### config.mk
export PLATFORM = sky130hd
export DESIGN_NAME = utf8_fullwidth_to_ascii
export DESIGN_NICKNAME = d
export VERILOG_FILES = /design/src/hdl/u2a_pkg.sv /design/src/hdl/utf8_fullwidth_to_ascii.sv /design/src/hdl/u2a_decode.sv /design/src/hdl/u2a_emit.sv
export SDC_FILE = /design/constraint.sdc
export NUM_CORES = 1
export LEC_CHECK = 0
export BUFFER_PORTS_ARGS = -buffer_cell sky130_fd_sc_hd__clkbuf_2
export CAP_MARGIN = 0
export CORE_MARGIN = 2
export CORE_UTILIZATION = 45
export DETAILED_ROUTE_END_ITERATION = 6
export GPL_ROUTABILITY_DRIVEN = 0
export SETUP_SLACK_MARGIN = 0.5
export SLEW_MARGIN = 20
export SYNTH_ARGS = -nofsm -noshare
export SYNTH_HDL_FRONTEND = slang
export SYNTH_SLANG_ARGS = --single-unit
### constraint.sdc
create_clock -name clk -period 11.4 [get_ports clk]
set_clock_uncertainty 0.2 [all_clocks]
set_input_delay 0 -clock clk [delete_from_list [all_inputs] [get_ports clk]]
set_output_delay 0 -clock clk [all_outputs]
set_load 0.02 [all_outputs]
### src/hdl/u2a_pkg.sv
`timescale 1ns / 1ps

package u2a_pkg;

	// Full-width ASCII block and its offset to the basic Latin range
	localparam logic [20:0] CpLow    = 21'h00FF01;
	localparam logic [20:0] CpHigh   = 21'h00FF5E;
	localparam logic [20:0] CpOffset = 21'h00FEE0;

	localparam logic [7:0] ContMask = 8'h3F;
	localparam logic [7:0] Lead2Mask = 8'h1F;
	localparam logic [7:0] Lead3Mask = 8'h0F;
	localparam logic [7:0] Lead4Mask = 8'h07;

	localparam int MaxOut = 4;

	// Bytes produced by one input byte, handed from decoder to emitter
	typedef struct packed {
		logic [MaxOut-1:0][7:0] bytes;
		logic [2:0]             count;
		logic                   fin;
	} dec_res_t;

endpackage

### src/hdl/utf8_fullwidth_to_ascii.sv
`timescale 1ns / 1ps
// Path: the first result byte of an input transaction passes the input stage and then the
// emitter's output register before it is valid on m_tdata.
// Throughput: one input byte per cycle while each byte yields at most one result byte and m_tready is high;
// a byte that flushes n held bytes occupies the single output register until all n + 1 bytes are taken.
// Reset: arst_n clears the input stage, the decoder state and the output stage at once;
// the converter then waits idle for the first byte of a string.
module utf8_fullwidth_to_ascii (
	input  logic       clk,
	input  logic       arst_n,
	input  logic       s_tvalid,
	output logic       s_tready,
	input  logic [7:0] s_tdata,   // [7:0] in_byte
	input  logic       s_tlast,   // is_final
	output logic       m_tvalid,
	input  logic       m_tready,
	output logic [7:0] m_tdata,   // [7:0] out_byte
	output logic       m_tlast,   // run_end
	output logic       m_tuser    // string_end
);

	// Input stage: one accepted byte waits here until the decoder can hand
	// its results to the emitter.
	logic       valid_s1;
	logic [7:0] byte_s1;
	logic       final_s1;

	u2a_pkg::dec_res_t res;
	logic emit_ready;
	logic commit;

	// A byte that produces no output commits regardless of the emitter, so
	// the body of a multi-byte sequence never waits on the output side.
	assign commit   = valid_s1 && (res.count == 3'd0 || emit_ready);
	assign s_tready = !valid_s1 || commit;

	always_ff @(posedge clk or negedge arst_n) begin
		if (!arst_n) begin
			valid_s1 <= 1'b0;
		end else if (s_tready) begin
			valid_s1 <= s_tvalid;
		end
	end

	always_ff @(posedge clk) begin
		if (s_tready && s_tvalid) begin
			byte_s1  <= s_tdata;
			final_s1 <= s_tlast;
		end
	end

	// Decoder: sequence state and the list of bytes this input gives.
	u2a_decode u_decode (
		.clk      (clk),
		.arst_n   (arst_n),
		.commit   (commit),
		.in_byte  (byte_s1),
		.in_final (final_s1),
		.res      (res)
	);

	// Emitter: holds one result list and plays it out a byte per cycle while m_tready is high.
	u2a_emit u_emit (
		.clk      (clk),
		.arst_n   (arst_n),
		.load     (valid_s1 && res.count != 3'd0),
		.res      (res),
		.ready    (emit_ready),
		.m_tvalid (m_tvalid),
		.m_tready (m_tready),
		.m_tdata  (m_tdata),
		.m_tlast  (m_tlast),
		.m_tuser  (m_tuser)
	);

`ifndef SYNTHESIS
	// The end of a string is always the end of a run.
	a_string_end_is_last: assert property (@(posedge clk) disable iff (!arst_n)
		(m_tvalid && m_tuser) |-> m_tlast)
		else $error("string end flagged on a byte that is not last of its run");

	// A byte held in the input stage stays until the decoder commits it.
	a_s1_holds: assert property (@(posedge clk) disable iff (!arst_n)
		(valid_s1 && !commit) |=> (valid_s1 && $stable(byte_s1) && $stable(final_s1)))
		else $error("input stage lost a byte before commit");

	// A byte with results never commits while the emitter still plays out.
	a_no_overwrite: assert property (@(posedge clk) disable iff (!arst_n)
		(commit && res.count != 3'd0) |-> emit_ready)
		else $error("result list committed while emitter busy");
`endif

endmodule

### src/hdl/u2a_decode.sv
`timescale 1ns / 1ps

module u2a_decode (
	input  logic              clk,
	input  logic              arst_n,
	input  logic              commit,
	input  logic [7:0]        in_byte,
	input  logic              in_final,
	output u2a_pkg::dec_res_t res
);

	logic [20:0] acc_q;
	logic [1:0]  need_q;
	logic [1:0]  held_q;
	logic [2:0][7:0] raw_q;

	logic [20:0] acc_d;
	logic [1:0]  need_d;
	logic [1:0]  held_d;
	logic        store_lead;
	logic        store_cont;
	logic [20:0] acc_next;
	logic [20:0] acc_conv;
	logic [1:0]  lead_need;
	logic [20:0] lead_acc;
	logic        flush;

	always_comb begin
		if (in_byte[7:5] == 3'b110) begin
			lead_need = 2'd1;
			lead_acc  = {13'd0, in_byte & u2a_pkg::Lead2Mask};
		end else if (in_byte[7:4] == 4'b1110) begin
			lead_need = 2'd2;
			lead_acc  = {13'd0, in_byte & u2a_pkg::Lead3Mask};
		end else if (in_byte[7:3] == 5'b11110) begin
			lead_need = 2'd3;
			lead_acc  = {13'd0, in_byte & u2a_pkg::Lead4Mask};
		end else begin
			lead_need = 2'd0;
			lead_acc  = 21'd0;
		end
	end

	assign acc_next = {acc_q[14:0], in_byte[5:0] & u2a_pkg::ContMask[5:0]};
	assign acc_conv = acc_next - u2a_pkg::CpOffset;

	always_comb begin
		acc_d      = acc_q;
		need_d     = need_q;
		held_d     = held_q;
		store_lead = 1'b0;
		store_cont = 1'b0;
		flush      = 1'b0;
		res.fin    = in_final;
		res.bytes  = '0;
		res.count  = 3'd0;
		if (need_q == 2'd0) begin
			if (lead_need == 2'd0 || in_final) begin
				res.bytes[0] = in_byte;
				res.count    = 3'd1;
			end else begin
				store_lead = 1'b1;
				acc_d      = lead_acc;
				need_d     = lead_need;
				held_d     = 2'd1;
			end
		end else if (need_q == 2'd1) begin
			if (acc_next >= u2a_pkg::CpLow && acc_next <= u2a_pkg::CpHigh) begin
				res.bytes[0] = acc_conv[7:0];
				res.count    = 3'd1;
			end else begin
				flush = 1'b1;
			end
			acc_d  = '0;
			need_d = 2'd0;
			held_d = 2'd0;
		end else if (in_final) begin
			flush  = 1'b1;
			acc_d  = '0;
			need_d = 2'd0;
			held_d = 2'd0;
		end else begin
			store_cont = 1'b1;
			acc_d      = acc_next;
			need_d     = need_q - 2'd1;
			held_d     = held_q + 2'd1;
		end
		if (flush) begin
			// Held bytes in order, then the current byte
			for (int i = 0; i < 3; i++) begin
				if (2'(i) < held_q) begin
					res.bytes[i] = raw_q[i];
				end
			end
			res.bytes[held_q] = in_byte;
			res.count         = {1'b0, held_q} + 3'd1;
		end
	end

	always_ff @(posedge clk or negedge arst_n) begin
		if (!arst_n) begin
			acc_q  <= '0;
			need_q <= '0;
			held_q <= '0;
		end else if (commit) begin
			acc_q  <= acc_d;
			need_q <= need_d;
			held_q <= held_d;
		end
	end

	always_ff @(posedge clk) begin
		if (commit && store_lead) begin
			raw_q[0] <= in_byte;
		end
		if (commit && store_cont) begin
			raw_q[held_q] <= in_byte;
		end
	end

endmodule

### src/hdl/u2a_emit.sv
`timescale 1ns / 1ps

module u2a_emit (
	input  logic              clk,
	input  logic              arst_n,
	input  logic              load,
	input  u2a_pkg::dec_res_t res,
	output logic              ready,
	output logic              m_tvalid,
	input  logic              m_tready,
	output logic [7:0]        m_tdata,
	output logic              m_tlast,
	output logic              m_tuser
);

	logic [u2a_pkg::MaxOut-1:0][7:0] bytes_q;
	logic [2:0] count_q;
	logic [1:0] pos_q;
	logic       fin_q;
	logic       busy_q;
	logic       last;

	assign last     = ({1'b0, pos_q} + 3'd1) == count_q;
	assign ready    = !busy_q || (m_tready && last);
	assign m_tvalid = busy_q;
	assign m_tdata  = bytes_q[pos_q];
	assign m_tlast  = last;
	assign m_tuser  = last && fin_q;

	always_ff @(posedge clk or negedge arst_n) begin
		if (!arst_n) begin
			busy_q  <= 1'b0;
			pos_q   <= '0;
			count_q <= '0;
		end else if (ready && load) begin
			busy_q  <= 1'b1;
			pos_q   <= '0;
			count_q <= res.count;
		end else if (busy_q && m_tready) begin
			if (last) begin
				busy_q <= 1'b0;
			end
			pos_q <= pos_q + 2'd1;
		end
	end

	always_ff @(posedge clk) begin
		if (ready && load) begin
			bytes_q <= res.bytes;
			fin_q   <= res.fin;
		end
	end

endmodule
==> flow_summary.yaml <==
clock_network:
  ctsResizeCount: 0
  cts.htree.levels: 3
  tritoncts: "done"
  cts.clk_slew.worst_paths_ns: 0.10
  cts_buffer_depth: 2
  cts_buffers: 9
  clkSinkCount: 92
  clk_latency_ns: 0.36
  root_buffer: "clkbuf_8"
setup_path:
  path_cells: "inv_1 > ha_1 > o31ai_1 > o311ai_2 > o21a_1 > nand2b_4 > and2_1"
  cpLargestDelayFamily: "compound AO/OA/AOI/OAI gates"
  regToRegStartpoint: "byte_s1[5]"
  cp.buffers_inverters: 1
  endpoint_kind: "register"
  max_stage_delay_ns: 0.59
  cp_max_fo: 13
  crit_path_start: "byte_s1[5]"
  crit_type: "register to register"
  crit_arrival_ns: 3.00
  required_ns: 11.21
  slowest_stage: "edfxtp_1"
  cp-start-kind: "register"
drt:
  wirelength_um: 8836
  drcViolationCount: 0
  wirelength_met1_um: 4370
  vias: 2746
  ant_nets: 0
  first_pass_iters: 5
  met2_length_um: 3997
  detail_route.iter0.violations: 198
  top_layer: "met4"
  wl_met3_um: 374
  via_per_inst: 5.438
  wl_per_cell_um: 17.50
global_routing:
  grt.overflow.total: 0
  antenna_found_initial: 0
  grt_use_total: 0.1868
  grt_pass1_wl_um: 14230
  grt_max_degree: 35
  grt_pass1_vias: 2673
layout:
  n_fill_cell: 810
  layout-drive-gt1-share: 0.1862
  final_cell_count_no_fill: 505
  design_area_um2: 4848
  n_antenna_cell: 0
  nNetsFinal: 395
  syn_to_final_growth_pct: 12.84
synthesis:
  synth_area_um2: 4297
  avgSynthCellArea_um2: 12.67
  synth_seq_area_share: 0.5941
  synth.distinct_cells: 62
  ys_top_cells_by_count: "edfxtp_1, nor2_1, dfrtp_1, nand2_1, a22o_1"
  syn-num-nets: 363
  synth_edf_count: 58
  yosys.area.top_type: "edfxtp_1"
  ys_ff_latch: 92
  syn_inst: 339
  yosys_warnings: 0
  synth_top_area_share: 0.4054
  yosysMostFrequentCell: "edfxtp_1"
  yosys-top-cells-area: "edfxtp_1, dfrtp_1, mux4_2"
  synth-main-ff-cell: "edfxtp_1"
  async_flop_share: 0.2826
timing:
  hold_viol_final: 0
  tightest_slew_ns: 0.8269
  setup_viol: 0
  period_needed_ns: 3.189
  slew_headroom: 0.4445
  rsz0062_at_grt: "false"
  report.final.slew_viol_count: 0
  fin_hold_ws_ns: 0.1460
  setup_tns_ns: 0
  timing.final.crit_share: 0.2798
  timing.fmax_mhz: 313.6
hold_path:
  hp-class: "input port to register"
  min_from: "s_tdata[0]"
placement:
  hpwl_um: 6143
  dpl.cell_count: 475
  portBuffers: 24
  place_area_um2: 4497
die:
  die_height_um: 101.7
  io_pins: 25
  rows: 35
  core_area_um2: 9240
  fp.dieW_um: 101.7
  initial_core_util: 0.4650
  die_area_um2: 10350
power_and_ir_drop:
  power.density_nw_per_um2: 277.4
  p_leak_nw: 1.881
  peakVddDrop_v: 0.0001140
run:
  max_cap_viol_count: 0
outcome:
  status: "completed"
power breakdown:
part	internal [W]	leakage, nW	switching (W)
clock	0.000107	0.109	0.000127
combinational	0.000212	0.830	0.000317
sequential	0.000483	0.942	0.0000985
stage by stage:
stage / worst slack, ns / utilization / power (W)
floorplan: 7.407 / - / 0.0009701
global placement: 8.294 / 0.4867 / 0.001106
detailed placement: 8.174 / 0.4867 / 0.001116
CTS: 8.168 / 0.5247 / 0.001353
global route: 7.928 / 0.5247 / 0.001435
finish: 8.211 / 0.5247 / 0.001345
cells by family (layout without fill, tap and decap cells):
group / Yosys count / after routing / synth area share
compound gates: 83 / 83 / 0.1465
xor+xnor: 4 / 4 / 0.008155
fa+ha+maj: 11 / 11 / 0.03203
buf+inv: 31 / 68 / 0.03348
flops: 92 / 92 / 0.5941
mux: 18 / 18 / 0.06698
simple gates: 100 / 100 / 0.1188
final timing paths:
path / endpoint / slack (ns) / cells past startpoint
max: byte_s1[3] / 8.21 / 7
min: byte_s1[0] / 0.15 / 2
max reg2reg: byte_s1[3] / 8.21 / 7
min reg2reg: u_decode.raw_q[3] / 0.28 / 2
max in group asynchronous: u_decode.acc_q[11] / 9.54 / 4
min in group asynchronous: u_decode.acc_q[3] / 0.49 / 3
final cells by class:
class / count / area, µm² / share of cell area
sequential: 92 / 2552 / 0.5265
multi-input combinational: 216 / 1603 / 0.3306
timing repair buffer: 40 / 275.3 / 0.05677
tap: 129 / 161.4 / 0.03329
clock buffer: 9 / 123.9 / 0.02555
clock inverter: 7 / 87.58 / 0.01806
inverter: 12 / 45.04 / 0.009290
sequential cells by signal, summed over array words and instances, names as in the netlist, 2 cells and up:
register,count
u_emit.bytes_q,32
u_decode.raw_q,24
u_decode.acc_q,15
byte_s1,8
u_emit.count_q,3
u_decode.held_q,2
u_decode.need_q,2
u_emit.pos_q,2
worst register-to-register path, stage by stage, from the launching register on:
cell,delay (ns)
edfxtp_1,0.59
inv_1,0.29
ha_1,0.20
o31ai_1,0.09
o311ai_2,0.41
o21a_1,0.42
nand2b_4,0.21
and2_1,0.43
cell usage in the layout (no fill, tap or decap), types with 2 or more instances in the layout:
| cell type | netlist | routed |
|---|---|---|
| nand2b_1 | 2 | 2 |
| mux2i_1 | 4 | 4 |
| mux2_2 | 6 | 6 |
| and3_1 | 10 | 10 |
| clkbuf_2 | 1 | 24 |
| a22o_1 | 18 | 18 |
| nor2_1 | 38 | 37 |
| ha_1 | 11 | 11 |
| nand3_1 | 4 | 4 |
| inv_8 | 0 | 2 |
| clkbuf_8 | 0 | 9 |
| xor2_1 | 3 | 3 |
| a21oi_1 | 14 | 14 |
| mux4_2 | 8 | 8 |
| inv_6 | 0 | 3 |
| o21a_1 | 2 | 2 |
| a22oi_1 | 7 | 7 |
| inv_1 | 12 | 12 |
| o32a_1 | 2 | 2 |
| nand4_1 | 3 | 3 |
| buf_4 | 2 | 2 |
| nand2_1 | 24 | 24 |
| and2_1 | 4 | 4 |
| dlygate4sd3_1 | 0 | 14 |
| dfrtp_1 | 26 | 26 |
| o211ai_1 | 3 | 3 |
| o21ai_0 | 10 | 10 |
| o21ai_1 | 6 | 6 |
| o31ai_1 | 4 | 4 |
| dfxtp_1 | 8 | 8 |
| edfxtp_1 | 58 | 58 |
| nor3_1 | 3 | 3 |
timing repair:
action                    CTS  global route
hold endpoints to repair   39             0
hold buffers               14             0
buffers inserted            0             0
per-layer routing:
| metal | vias up | global-route usage |
|---|---|---|
| met1 | 1326 | 0.2718 |
| li1 | 1339 | - |
| met4 | 0 | 0.06965 |
| met3 | 7 | 0.04210 |
| met5 | - | 0 |
| met2 | 74 | 0.2748 |
No activity file was read; power rests on OpenSTA's default activity.
